### src/hw/rtl/usd_pkg.sv
// Shared types and constants of the UTF-8 stream decoder.
// Used by the front end, the back end and the top level; depends on nothing.

package usd_pkg;

  localparam int unsigned ByteW = 8;
  localparam int unsigned CpW   = 21;

  // Lead and continuation byte classification masks and codes
  localparam logic [ByteW-1:0] AsciiMask = 8'h80;
  localparam logic [ByteW-1:0] ContMask  = 8'hc0;
  localparam logic [ByteW-1:0] ContCode  = 8'h80;
  localparam logic [ByteW-1:0] Lead2Mask = 8'he0;
  localparam logic [ByteW-1:0] Lead2Code = 8'hc0;
  localparam logic [ByteW-1:0] Lead3Mask = 8'hf0;
  localparam logic [ByteW-1:0] Lead3Code = 8'he0;
  localparam logic [ByteW-1:0] Lead4Mask = 8'hf8;
  localparam logic [ByteW-1:0] Lead4Code = 8'hf0;

  // Replacement character after reset ('?')
  localparam logic [CpW-1:0] ReplResetValue = 21'd63;

  // One decode job: num_err error beats, then one final beat that is either
  // a code point or an error. The final beat closes the byte's run.
  typedef struct packed {
    logic [1:0]     num_err;
    logic           final_err;
    logic [CpW-1:0] value;
  } job_t;

endpackage

### src/hw/rtl/usd_fifo.sv
// Small flop-based queue of decode jobs between front and back end.
// Generic over width and depth; no package dependency.

module usd_fifo #(
  parameter int unsigned Width = 24,
  parameter int unsigned Depth = 4
) (
  input  logic             clk_i,
  input  logic             rst_ni,
  input  logic             push_i,
  input  logic [Width-1:0] wdata_i,
  output logic             full_o,
  input  logic             pop_i,
  output logic [Width-1:0] rdata_o,
  output logic             empty_o
);

  localparam int unsigned AddrW = (Depth > 1) ? $clog2(Depth) : 1;
  localparam int unsigned CntW  = $clog2(Depth + 1);

  logic [Width-1:0] mem_q [Depth];
  logic [AddrW-1:0] wr_ptr_q, wr_ptr_d;
  logic [AddrW-1:0] rd_ptr_q, rd_ptr_d;
  logic [CntW-1:0]  count_q, count_d;
  logic             do_push, do_pop;

  assign full_o  = (count_q == CntW'(Depth));
  assign empty_o = (count_q == '0);
  assign do_push = push_i && !full_o;
  assign do_pop  = pop_i && !empty_o;
  assign rdata_o = mem_q[rd_ptr_q];

  // Advance pointers with wrap at the depth
  always_comb begin
    wr_ptr_d = wr_ptr_q;
    rd_ptr_d = rd_ptr_q;
    count_d  = count_q;
    if (do_push) begin
      wr_ptr_d = (wr_ptr_q == AddrW'(Depth - 1)) ? '0 : wr_ptr_q + 1'b1;
    end
    if (do_pop) begin
      rd_ptr_d = (rd_ptr_q == AddrW'(Depth - 1)) ? '0 : rd_ptr_q + 1'b1;
    end
    if (do_push && !do_pop) begin
      count_d = count_q + 1'b1;
    end else if (do_pop && !do_push) begin
      count_d = count_q - 1'b1;
    end
  end

  always_ff @(posedge clk_i or negedge rst_ni) begin
    if (!rst_ni) begin
      wr_ptr_q <= '0;
      rd_ptr_q <= '0;
      count_q  <= '0;
    end else begin
      wr_ptr_q <= wr_ptr_d;
      rd_ptr_q <= rd_ptr_d;
      count_q  <= count_d;
    end
  end

  // Store the pushed job
  always_ff @(posedge clk_i) begin
    if (do_push) begin
      mem_q[wr_ptr_q] <= wdata_i;
    end
  end

  a_count_range: assert property (@(posedge clk_i) disable iff (!rst_ni)
    count_q <= CntW'(Depth))
    else $error("job queue count exceeds depth");

endmodule

### src/hw/rtl/usd_front.sv
// Front end: takes input bytes, tracks the open sequence and turns each byte
// into at most one decode job. Depends on usd_pkg.

module usd_front (
  input  logic                             clk_i,
  input  logic                             rst_ni,
  input  logic                             accept_i,
  input  logic [usd_pkg::ByteW-1:0]        data_byte_i,
  input  logic                             buffer_last_i,
  output logic                             job_valid_o,
  output usd_pkg::job_t                    job_o
);

  logic [usd_pkg::CpW-1:0] partial_q, partial_d;
  logic [1:0]              rem_q, rem_d;
  logic [1:0]              rcv_q, rcv_d;
  logic [usd_pkg::ByteW-1:0] b;
  logic [usd_pkg::CpW-1:0] cont_value;
  logic                    is_ascii;

  assign b          = data_byte_i;
  assign is_ascii   = ((b & usd_pkg::AsciiMask) == '0);
  assign cont_value = {partial_q[usd_pkg::CpW-7:0], b[5:0]};

  // Classify the byte against the sequence state
  always_comb begin
    partial_d   = partial_q;
    rem_d       = rem_q;
    rcv_d       = rcv_q;
    job_valid_o = 1'b0;
    job_o       = '0;
    if (rem_q == 2'd0) begin
      if (is_ascii) begin
        job_valid_o = 1'b1;
        job_o.value = usd_pkg::CpW'(b);
      end else if (buffer_last_i) begin
        job_valid_o     = 1'b1;
        job_o.final_err = 1'b1;
      end else if ((b & usd_pkg::Lead2Mask) == usd_pkg::Lead2Code) begin
        partial_d = usd_pkg::CpW'(b[4:0]);
        rem_d     = 2'd1;
        rcv_d     = 2'd0;
      end else if ((b & usd_pkg::Lead3Mask) == usd_pkg::Lead3Code) begin
        partial_d = usd_pkg::CpW'(b[3:0]);
        rem_d     = 2'd2;
        rcv_d     = 2'd0;
      end else if ((b & usd_pkg::Lead4Mask) == usd_pkg::Lead4Code) begin
        partial_d = usd_pkg::CpW'(b[2:0]);
        rem_d     = 2'd3;
        rcv_d     = 2'd0;
      end else begin
        job_valid_o     = 1'b1;
        job_o.final_err = 1'b1;
      end
    end else if (buffer_last_i && rem_q >= 2'd2) begin
      // Buffer ends early: error for the lead, one more if any continuation
      // came in, then the final byte on its own
      job_valid_o     = 1'b1;
      job_o.num_err   = (rcv_q != 2'd0) ? 2'd2 : 2'd1;
      job_o.final_err = !is_ascii;
      job_o.value     = usd_pkg::CpW'(b);
      partial_d       = '0;
      rem_d           = 2'd0;
      rcv_d           = 2'd0;
    end else if ((b & usd_pkg::ContMask) == usd_pkg::ContCode) begin
      if (rem_q == 2'd1) begin
        job_valid_o = 1'b1;
        job_o.value = cont_value;
        partial_d   = '0;
        rem_d       = 2'd0;
        rcv_d       = 2'd0;
      end else begin
        partial_d = cont_value;
        rem_d     = rem_q - 2'd1;
        rcv_d     = rcv_q + 2'd1;
      end
    end else begin
      // Broken sequence: drop it, consume the byte
      job_valid_o     = 1'b1;
      job_o.final_err = 1'b1;
      partial_d       = '0;
      rem_d           = 2'd0;
      rcv_d           = 2'd0;
    end
  end

  always_ff @(posedge clk_i or negedge rst_ni) begin
    if (!rst_ni) begin
      partial_q <= '0;
      rem_q     <= 2'd0;
      rcv_q     <= 2'd0;
    end else if (accept_i) begin
      partial_q <= partial_d;
      rem_q     <= rem_d;
      rcv_q     <= rcv_d;
    end
  end

  a_idle_clean: assert property (@(posedge clk_i) disable iff (!rst_ni)
    rem_q == 2'd0 |-> (rcv_q == 2'd0 && partial_q == '0))
    else $error("idle decoder holds stale sequence state");

  a_seq_len: assert property (@(posedge clk_i) disable iff (!rst_ni)
    ({1'b0, rem_q} + {1'b0, rcv_q}) <= 3'd3)
    else $error("sequence length exceeds four bytes");

endmodule

### src/hw/rtl/usd_back.sv
// Back end: expands each decode job into result beats and holds the oldest
// beat in an output register. Depends on usd_pkg.

module usd_back (
  input  logic                    clk_i,
  input  logic                    rst_ni,
  input  usd_pkg::job_t           job_i,
  input  logic                    job_empty_i,
  output logic                    job_pop_o,
  input  logic [usd_pkg::CpW-1:0] repl_char_i,
  output logic                    empty_o,
  input  logic                    pop_i,
  output logic [usd_pkg::CpW-1:0] code_point_o,
  output logic                    decode_error_o,
  output logic                    run_last_o
);

  logic                    out_valid_q, out_valid_d;
  logic [usd_pkg::CpW-1:0] cp_q, cp_d;
  logic                    err_q, err_d;
  logic                    last_q, last_d;
  logic [1:0]              cnt_q, cnt_d;
  logic                    load;

  assign empty_o        = !out_valid_q;
  assign code_point_o   = cp_q;
  assign decode_error_o = err_q;
  assign run_last_o     = last_q;
  assign load           = !job_empty_i && (!out_valid_q || pop_i);

  // Pick the next beat of the head job; pop the job on its final beat
  always_comb begin
    out_valid_d = out_valid_q;
    cp_d        = cp_q;
    err_d       = err_q;
    last_d      = last_q;
    cnt_d       = cnt_q;
    job_pop_o   = 1'b0;
    if (out_valid_q && pop_i) begin
      out_valid_d = 1'b0;
    end
    if (load) begin
      out_valid_d = 1'b1;
      if (cnt_q < job_i.num_err) begin
        cp_d   = repl_char_i;
        err_d  = 1'b1;
        last_d = 1'b0;
        cnt_d  = cnt_q + 2'd1;
      end else begin
        cp_d      = job_i.final_err ? repl_char_i : job_i.value;
        err_d     = job_i.final_err;
        last_d    = 1'b1;
        cnt_d     = 2'd0;
        job_pop_o = 1'b1;
      end
    end
  end

  always_ff @(posedge clk_i or negedge rst_ni) begin
    if (!rst_ni) begin
      out_valid_q <= 1'b0;
      cnt_q       <= 2'd0;
    end else begin
      out_valid_q <= out_valid_d;
      cnt_q       <= cnt_d;
    end
  end

  // Hold the payload of the output beat
  always_ff @(posedge clk_i) begin
    cp_q   <= cp_d;
    err_q  <= err_d;
    last_q <= last_d;
  end

  a_partial_job_held: assert property (@(posedge clk_i) disable iff (!rst_ni)
    cnt_q != 2'd0 |-> (!job_empty_i && cnt_q <= job_i.num_err))
    else $error("partly expanded job lost from queue head");

endmodule

### src/hw/rtl/utf8_stream_decoder.sv
// Top level of the UTF-8 stream decoder: replacement character register,
// front end, job queue and back end. Depends on usd_pkg, usd_front,
// usd_fifo and usd_back.
//
//   Port group              Dir  Handshake                 Beat
//   push/full               in   push && !full             data_byte_i, buffer_last_i
//   empty/pop               out  !empty && pop             code_point_o, decode_error_o,
//                                                           run_last_o
//   cfg_valid_i/cfg_ready_o in   cfg_valid_i && cfg_ready_o cfg_data_i (replacement char)
//
// One input byte per cycle is taken while the job queue has room; a byte
// gives zero or one job, decoded in the same cycle it is taken.
// The back end sends one result beat per cycle while the output is popped;
// a byte gives at most three results (when a buffer ends early).
// A byte's first result passes through the job queue, then the output register.
// Reset clears the sequence state, the queue and the output register and
// sets the replacement character to 63. A stalled output fills the queue
// and then raises full.

module utf8_stream_decoder #(
  parameter int unsigned JobDepth = 4
) (
  input  logic                    clk_i,
  input  logic                    rst_ni,
  input  logic                    push,
  output logic                    full,
  input  logic [7:0]              data_byte_i,
  input  logic                    buffer_last_i,
  output logic                    empty,
  input  logic                    pop,
  output logic [20:0]             code_point_o,
  output logic                    decode_error_o,
  output logic                    run_last_o,
  input  logic                    cfg_valid_i,
  output logic                    cfg_ready_o,
  input  logic [20:0]             cfg_data_i
);

  localparam int unsigned JobW = $bits(usd_pkg::job_t);

  logic [usd_pkg::CpW-1:0] repl_q;
  logic                    accept;
  logic                    job_valid;
  usd_pkg::job_t           job_in, job_head;
  logic [JobW-1:0]         job_rdata;
  logic                    job_full, job_empty, job_pop;

  assign cfg_ready_o = 1'b1;
  assign full        = job_full;
  assign accept      = push && !job_full;
  assign job_head    = usd_pkg::job_t'(job_rdata);

  // Replacement character register
  always_ff @(posedge clk_i or negedge rst_ni) begin
    if (!rst_ni) begin
      repl_q <= usd_pkg::ReplResetValue;
    end else if (cfg_valid_i && cfg_ready_o) begin
      repl_q <= cfg_data_i;
    end
  end

  usd_front u_front (
    .clk_i         (clk_i),
    .rst_ni        (rst_ni),
    .accept_i      (accept),
    .data_byte_i   (data_byte_i),
    .buffer_last_i (buffer_last_i),
    .job_valid_o   (job_valid),
    .job_o         (job_in)
  );

  usd_fifo #(
    .Width (JobW),
    .Depth (JobDepth)
  ) u_job_fifo (
    .clk_i   (clk_i),
    .rst_ni  (rst_ni),
    .push_i  (accept && job_valid),
    .wdata_i (job_in),
    .full_o  (job_full),
    .pop_i   (job_pop),
    .rdata_o (job_rdata),
    .empty_o (job_empty)
  );

  usd_back u_back (
    .clk_i          (clk_i),
    .rst_ni         (rst_ni),
    .job_i          (job_head),
    .job_empty_i    (job_empty),
    .job_pop_o      (job_pop),
    .repl_char_i    (repl_q),
    .empty_o        (empty),
    .pop_i          (pop),
    .code_point_o   (code_point_o),
    .decode_error_o (decode_error_o),
    .run_last_o     (run_last_o)
  );

endmodule

### config.mk
export PLATFORM = sky130hd
export DESIGN_NAME = utf8_stream_decoder
export DESIGN_NICKNAME = d
export VERILOG_FILES = /design/src/hw/rtl/usd_pkg.sv /design/src/hw/rtl/usd_fifo.sv /design/src/hw/rtl/usd_front.sv /design/src/hw/rtl/usd_back.sv /design/src/hw/rtl/utf8_stream_decoder.sv
export SDC_FILE = /design/constraint.sdc
export NUM_CORES = 1
export LEC_CHECK = 0
export CORE_MARGIN = 1.5
export CORE_UTILIZATION = 35
export CTS_CLUSTER_SIZE = 24
export DETAILED_ROUTE_END_ITERATION = 7
export DONT_BUFFER_PORTS = 1
export GPL_TIMING_DRIVEN = 0
export PLACE_DENSITY = 0.56
export SYNTH_ARGS = -nofsm -noshare
export SYNTH_HDL_FRONTEND = slang
export SYNTH_SLANG_ARGS = --single-unit
### constraint.sdc
create_clock -name clk_i -period 3.5 [get_ports clk_i]
set_clock_uncertainty 0.2 [all_clocks]
set_input_delay 0.35 -clock clk_i [delete_from_list [all_inputs] [get_ports clk_i]]
set_output_delay 0.35 -clock clk_i [all_outputs]
set_load 0.05 [all_outputs]
# == Word-level counts from Yosys, hierarchy flattened ==
# Memories as Yosys holds them, arrays and structs flattened.
# Index checks and enable logic that the tools add are counted.
# classes
add_sub_neg,7
mul,0
div,0
magnitude_cmp,2
n_eq_ne,11
shift,0
n_mux,59
bitwise_logic,0
n_reduce_logical,23
# ops
op,count
two-way mux 15 bit,9
two-way mux 21 bit,4
two-way mux 2 bit,24
two-way mux 22 bit,2
two-way mux 1 bit,17
logical AND 1 bit,9
adder 2 x 1 -> 2 bit (second input constant),4
logical NOT 8 bit,1
two-way mux 8 bit,1
== test 2 bit (second input constant),3
== test 3 bit (second input constant),2
logical NOT 1 bit,6
two-way mux 3 bit,2
nonzero test 2 bit,3
== test 5 bit (second input constant),1
== test 4 bit (second input constant),1
inequality test 2 bit (second input constant),2
inequality test 4 bit (second input constant),1
AND reduction 4 bit,1
adder 3 x 1 -> 3 bit (second input constant),1
logical NOT 3 bit,1
subtractor 3 x 1 -> 3 bit (second input constant),1
== test 2 x 1 -> 1 bit (second input constant),1
greater-or-equal comparator 2 bit (second input constant),1
other kinds (4),4
# totals
reg_bits,73
latch_bits,0
mem_bits_rw,96
romBits,0
output_inout_bits,26
memories,1
# memory_table
name,words,width,read_ports,rd_clocked_by_memory_dff,wr,line,source
u_job_fifo.mem_q,4,24,1,0,1,usd_fifo.sv:21,logic [Width-1:0] mem_q [Depth];

# == Depth between registers and ports, before layout ==
# logic_depth
depth_word,13
ltp_mapped,14
depth_no_buf,12

# == By module ==
# From an unflattened synthesis, not the netlist that was laid out.
# unflattened
hier_cells,390
hier_area_um2,7211.9
# modules_own_cells
mod,instances,cells_per_inst,area_per_inst_um2,seq_area_each_um2
usd_fifo,1,163,3910.0,3057.9
usd_back,1,70,1255.0,765.7
usd_front,1,109,1153.6,475.5
utf8_stream_decoder,1,48,893.4,533.0

# == Least setup slack after synthesis ==
# OpenSTA, ideal clock, no wires.
# synth_path
path_type,reg2reg
startpoint,reg u_job_fifo.rd_ptr_q[0]
endpoint,reg u_job_fifo.count_q[1]
setup_time_ps,125
t_arrival_ps,3077
required_time_ps,3175
slack_ps,99
stages_incl_launch_ff,13
path_cell_list,dfrtp_1 buf_4 buf_2 mux4_2 inv_1 ha_1 nor3_1 a221oi_4 nand2_1 ha_1 inv_1 fa_1 mux2_2
# synth_between
elab_chain_len,8
word_cells_on_any_way,10
classes_between,order compare: 1; mux: 3; reduce/logical: 5; memory: 1
# synth_lines
item,line,source
"start, declared",usd_fifo.sv:23,"logic [AddrW-1:0] rd_ptr_q, rd_ptr_d;"
"start signal, assigned",usd_fifo.sv:58,rd_ptr_q <= rd_ptr_d;
memory (4 x 24 bit),-,
less-than comparator 2 bit,usd_back.sv:44,if (cnt_q < job_i.num_err) begin
two-way mux 1 bit,usd_back.sv:44,
two-way mux 1 bit,usd_back.sv:42,if (load) begin
logical AND 1 bit,usd_fifo.sv:30,assign do_pop = pop_i && !empty_o;
logical NOT 1 bit,usd_fifo.sv:44,if (do_push && !do_pop) begin
logical AND 1 bit,usd_fifo.sv:44,
two-way mux 3 bit,usd_fifo.sv:44,
named net u_job_fifo.count_d[1],usd_fifo.sv:24,"logic [CntW-1:0] count_q, count_d;"
"end signal, assigned",usd_fifo.sv:59,count_q <= count_d;
"end, declared",usd_fifo.sv:24,
# The timed path passes the listed nets, and every way through them passes these cells.
# A chain may end at the register's enable or synchronous reset.

# == Final worst setup path ==
# layout_path
startpoint,reg u_job_fifo.rd_ptr_q[1]
endpoint,reg u_job_fifo.count_q[2]
# layout_between
elab_chain_len,8
word_cells_on_any_way,10
classes_between,order compare: 1; mux: 3; reduce/logical: 5; memory: 1
# layout_lines
item,line
memory (4 x 24 bit) (*),-
less-than comparator 2 bit (*),usd_back.sv:44
two-way mux 1 bit (*),usd_back.sv:44
two-way mux 1 bit (*),usd_back.sv:42
logical AND 1 bit (*),usd_fifo.sv:30
logical NOT 1 bit,usd_fifo.sv:44
logical AND 1 bit,usd_fifo.sv:44
two-way mux 3 bit / nonzero test 2 bit (equally long branches),-
# Every way passes the cells marked *; elsewhere a longest branch is shown, timed or not.

==> flow_summary.yaml <==
status:
  status: "finished, final reports clean"
clock_network:
  clkTransAtPathRegs_ps: 70
  clock_path_buffers: 2
  clock_sinks: 169
  cts_buffers: 17
  ctsHtreeMaxLevel: 4
  clkLatencyLatePin_ps: 430
  cts-root-buf: "clkbuf_16"
  cts_tree: "yes"
layout:
  nets: 488
  diodes: 0
  fin_area_um2: 8330
  nFillCells: 1715
  area_delta_synth_final_pct: 20.5
  final_util: 0.429
  drive_above_1_share: 0.225
drt:
  drt_first_pass_iters: 4
  wl_um: 13400
  post_drt_wl_per_cell_um: 18.7
  vias: 3524
  drc: 0
  vias_per_cell: 4.90
  ant_nets: 0
  drtIter0Drc: 285
run:
  drv_cap: 0
synth:
  syn_inst: 385
  synth.area.top_cells: "edfxtp_1 (52%), dfrtp_1 (16%), mux2_1 (7.5%)"
  synthFlopType: "edfxtp_1"
  synth_edf_count: 119
  synth_compound_area_frac: 0.0425
  synth.most_common_cell: "edfxtp_1"
  synthAdderAreaFrac: 0.0228
  synth-xor-area-share: 0.00380
  post-synth-top-area-fraction: 0.517
  synth_top_cells_by_count: "edfxtp_1 (119), mux2_1 (46), dfrtp_1 (44)"
  syn_avg_cell_area_um2: 18.0
  syn_nets: 432
  yosys.area.top_type: "edfxtp_1"
  yosysWarnings: 0
  synth-seq-cells: 169
  async_flop_share: 0.296
  ys_seq_area_frac: 0.699
  yosysUniqueCellTypes: 51
  syn_area_um2: 6910
  synthSimpleGateAreaFrac: 0.0498
  post_synth_mux_area_share: 0.160
  synth_top_family_by_area: "multiplexers"
grt:
  grtUsageMet2: 0.229
  grt_first_pass_wirelength_um: 21000
  use_met3: 0.0307
  grt_pass1_vias: 3726
  grt_busiest_layer: "met2"
  grt_usage: 0.140
  antenna_found_initial: 0
  grt_util_met1: 0.180
  grt-ovfl-total: 0
  grt_max_degree: 51
timing:
  drv_slew: 0
  worstMarginPinSlew_ps: 1310
  setup_viol: 0
  finalHoldViolCount: 0
  fin_crit_sh: 0.930
  hold_ws_ps: 30.6
  grt_setup_unrepaired: "false"
  max_freq_mhz: 307
  slew_headroom: 0.128
  fin_crit_ps: 3250
  setup_slack_ps: 246
setup_path:
  reg2reg_slack_ps: 250
  start_kind: "flip-flop"
  critical_path_arrival_ps: 3400
  cp_max_fo: 17
  worstSetupPathType: "flip-flop to flip-flop"
  endpoint_kind: "flip-flop"
  crit_required_ps: 3650
floorplanning:
  dieArea_um2: 20600
  io_pins: 61
  initial_core_util: 0.356
  die_x_um: 144
  core_area_um2: 19400
  rows: 51
  die_y_um: 144
placement:
  place_ws_ps: -501
  dp_hpwl_um: 8690
  gp_congestion: 0.797
  placed_area_um2: 7280
  port_buffers: 0
power:
  power.density_nw_per_um2: 903
  finalPower_mw: 7.52
  ir_worst_vdd_mv: 0.381
  power_leakage_nw: 3.08
min_path:
  min_path_type: "primary input to flip-flop"
placed cells by master (no fill, tap or decap), types with 3 or more instances in the layout:
cell | Yosys | final
clkbuf_16 | 0 | 19
and2_1 | 10 | 7
mux4_2 | 23 | 23
clkbuf_1 | 5 | 4
clkinv_2 | 0 | 3
bufinv_16 | 0 | 3
nor2_1 | 6 | 5
nand2b_1 | 6 | 6
clkinvlp_4 | 0 | 4
edfxtp_1 | 119 | 119
ha_1 | 11 | 9
and2_2 | 0 | 3
inv_1 | 11 | 11
mux2_1 | 46 | 46
nand2_1 | 4 | 3
mux2_2 | 4 | 4
nor3_1 | 6 | 6
and3_1 | 14 | 14
buf_4 | 2 | 7
dfrtp_1 | 44 | 44
inv_6 | 0 | 3
dfstp_2 | 6 | 6
a21oi_1 | 5 | 4
dlygate4sd3_1 | 0 | 30
a22o_1 | 15 | 15
buf_2 | 8 | 7
per-stage QoR:
stage / instances / setup TNS, ps
floorplan: 385 / 0
global placement: 650 / -13860
detailed placement: 651 / -2140
CTS: 714 / 0
global route: 719 / 0
finish: 719 / 0
cell families after synthesis:
group                    count (synthesis)
AO/OA/AOI/OAI                           36
XOR/XNOR                                 3
adder cells (fa/ha/maj)                 12
buffers and inverters                   31
flip-flops                             169
multiplexers                            75
other                                    1
AND/OR/NAND/NOR                         58
state kept, by name (all words and copies together) (netlist names):
| signal | flops |
|---|---|
| u_job_fifo.mem_q | 96 |
| repl_q | 21 |
| u_back.code_point_o | 21 |
| u_front.partial_q | 15 |
| u_job_fifo.count_q | 3 |
| u_back.cnt_q | 2 |
| u_front.rcv_q | 2 |
| u_front.rem_q | 2 |
| u_job_fifo.rd_ptr_q | 2 |
| u_job_fifo.wr_ptr_q | 2 |
| u_back.decode_error_o | 1 |
| u_back.out_valid_q | 1 |
| u_back.run_last_o | 1 |
repair_timing:
action                                 4_1_cts  5_1_grt
resized for setup                            4        7
hold buffers                                31        0
gates cloned                                 0        0
setup endpoints to repair                   22        2
buffers inserted                             1        5
endpoints found under the hold margin       78        0
pin swaps                                    1        1
final timing paths:
kind	startpoint	end	cells after the start
max	u_job_fifo.rd_ptr_q[1]	u_job_fifo.count_q[2]	13
min	data_byte_i[3]	u_job_fifo.mem_q[3][3]	1
max reg2reg	u_job_fifo.rd_ptr_q[1]	u_job_fifo.count_q[2]	13
min reg2reg	repl_q[19]	repl_q[19]	1
max in group asynchronous	rst_ni	repl_q[1]	2
min in group asynchronous	rst_ni	repl_q[8]	2
metal layers:
metal	vias up	routed length, um	part of all wire
met5	-	0	0
met4	0	171	0.013
met3	11	577	0.043
met2	78	6610	0.49
met1	1824	6070	0.45
li1	1611	-	-
critical path: stages (launching register included):
cell	delay, ps
dfrtp_1	350
buf_2	420
mux4_2	380
inv_1	90
ha_2	270
nor2_2	150
a221oi_4	50
nand2_2	140
ha_2	200
inv_1	60
fa_1	430
xor2_1	170
nor2_1	100
xor2_1	170
power breakdown:
group	internal (mW)	switching, mW	total (mW)
clock network	1.21	0.772	1.98
registers	2.81	0.659	3.47
logic	0.959	1.10	2.06
total	4.98	2.54	7.52
area by class of cell:
class	instances	area, um2	area share
clock inverters	13	161	0.0194
inverters	12	45.0	0.00541
flip-flops and latches	169	4830	0.580
clock buffers	19	475	0.0571
repair buffers	38	393	0.0472
plain buffers	18	123	0.0147
well taps	265	332	0.0398
multi-input cells	185	1970	0.236
No activity file was read; power rests on OpenSTA's default activity.
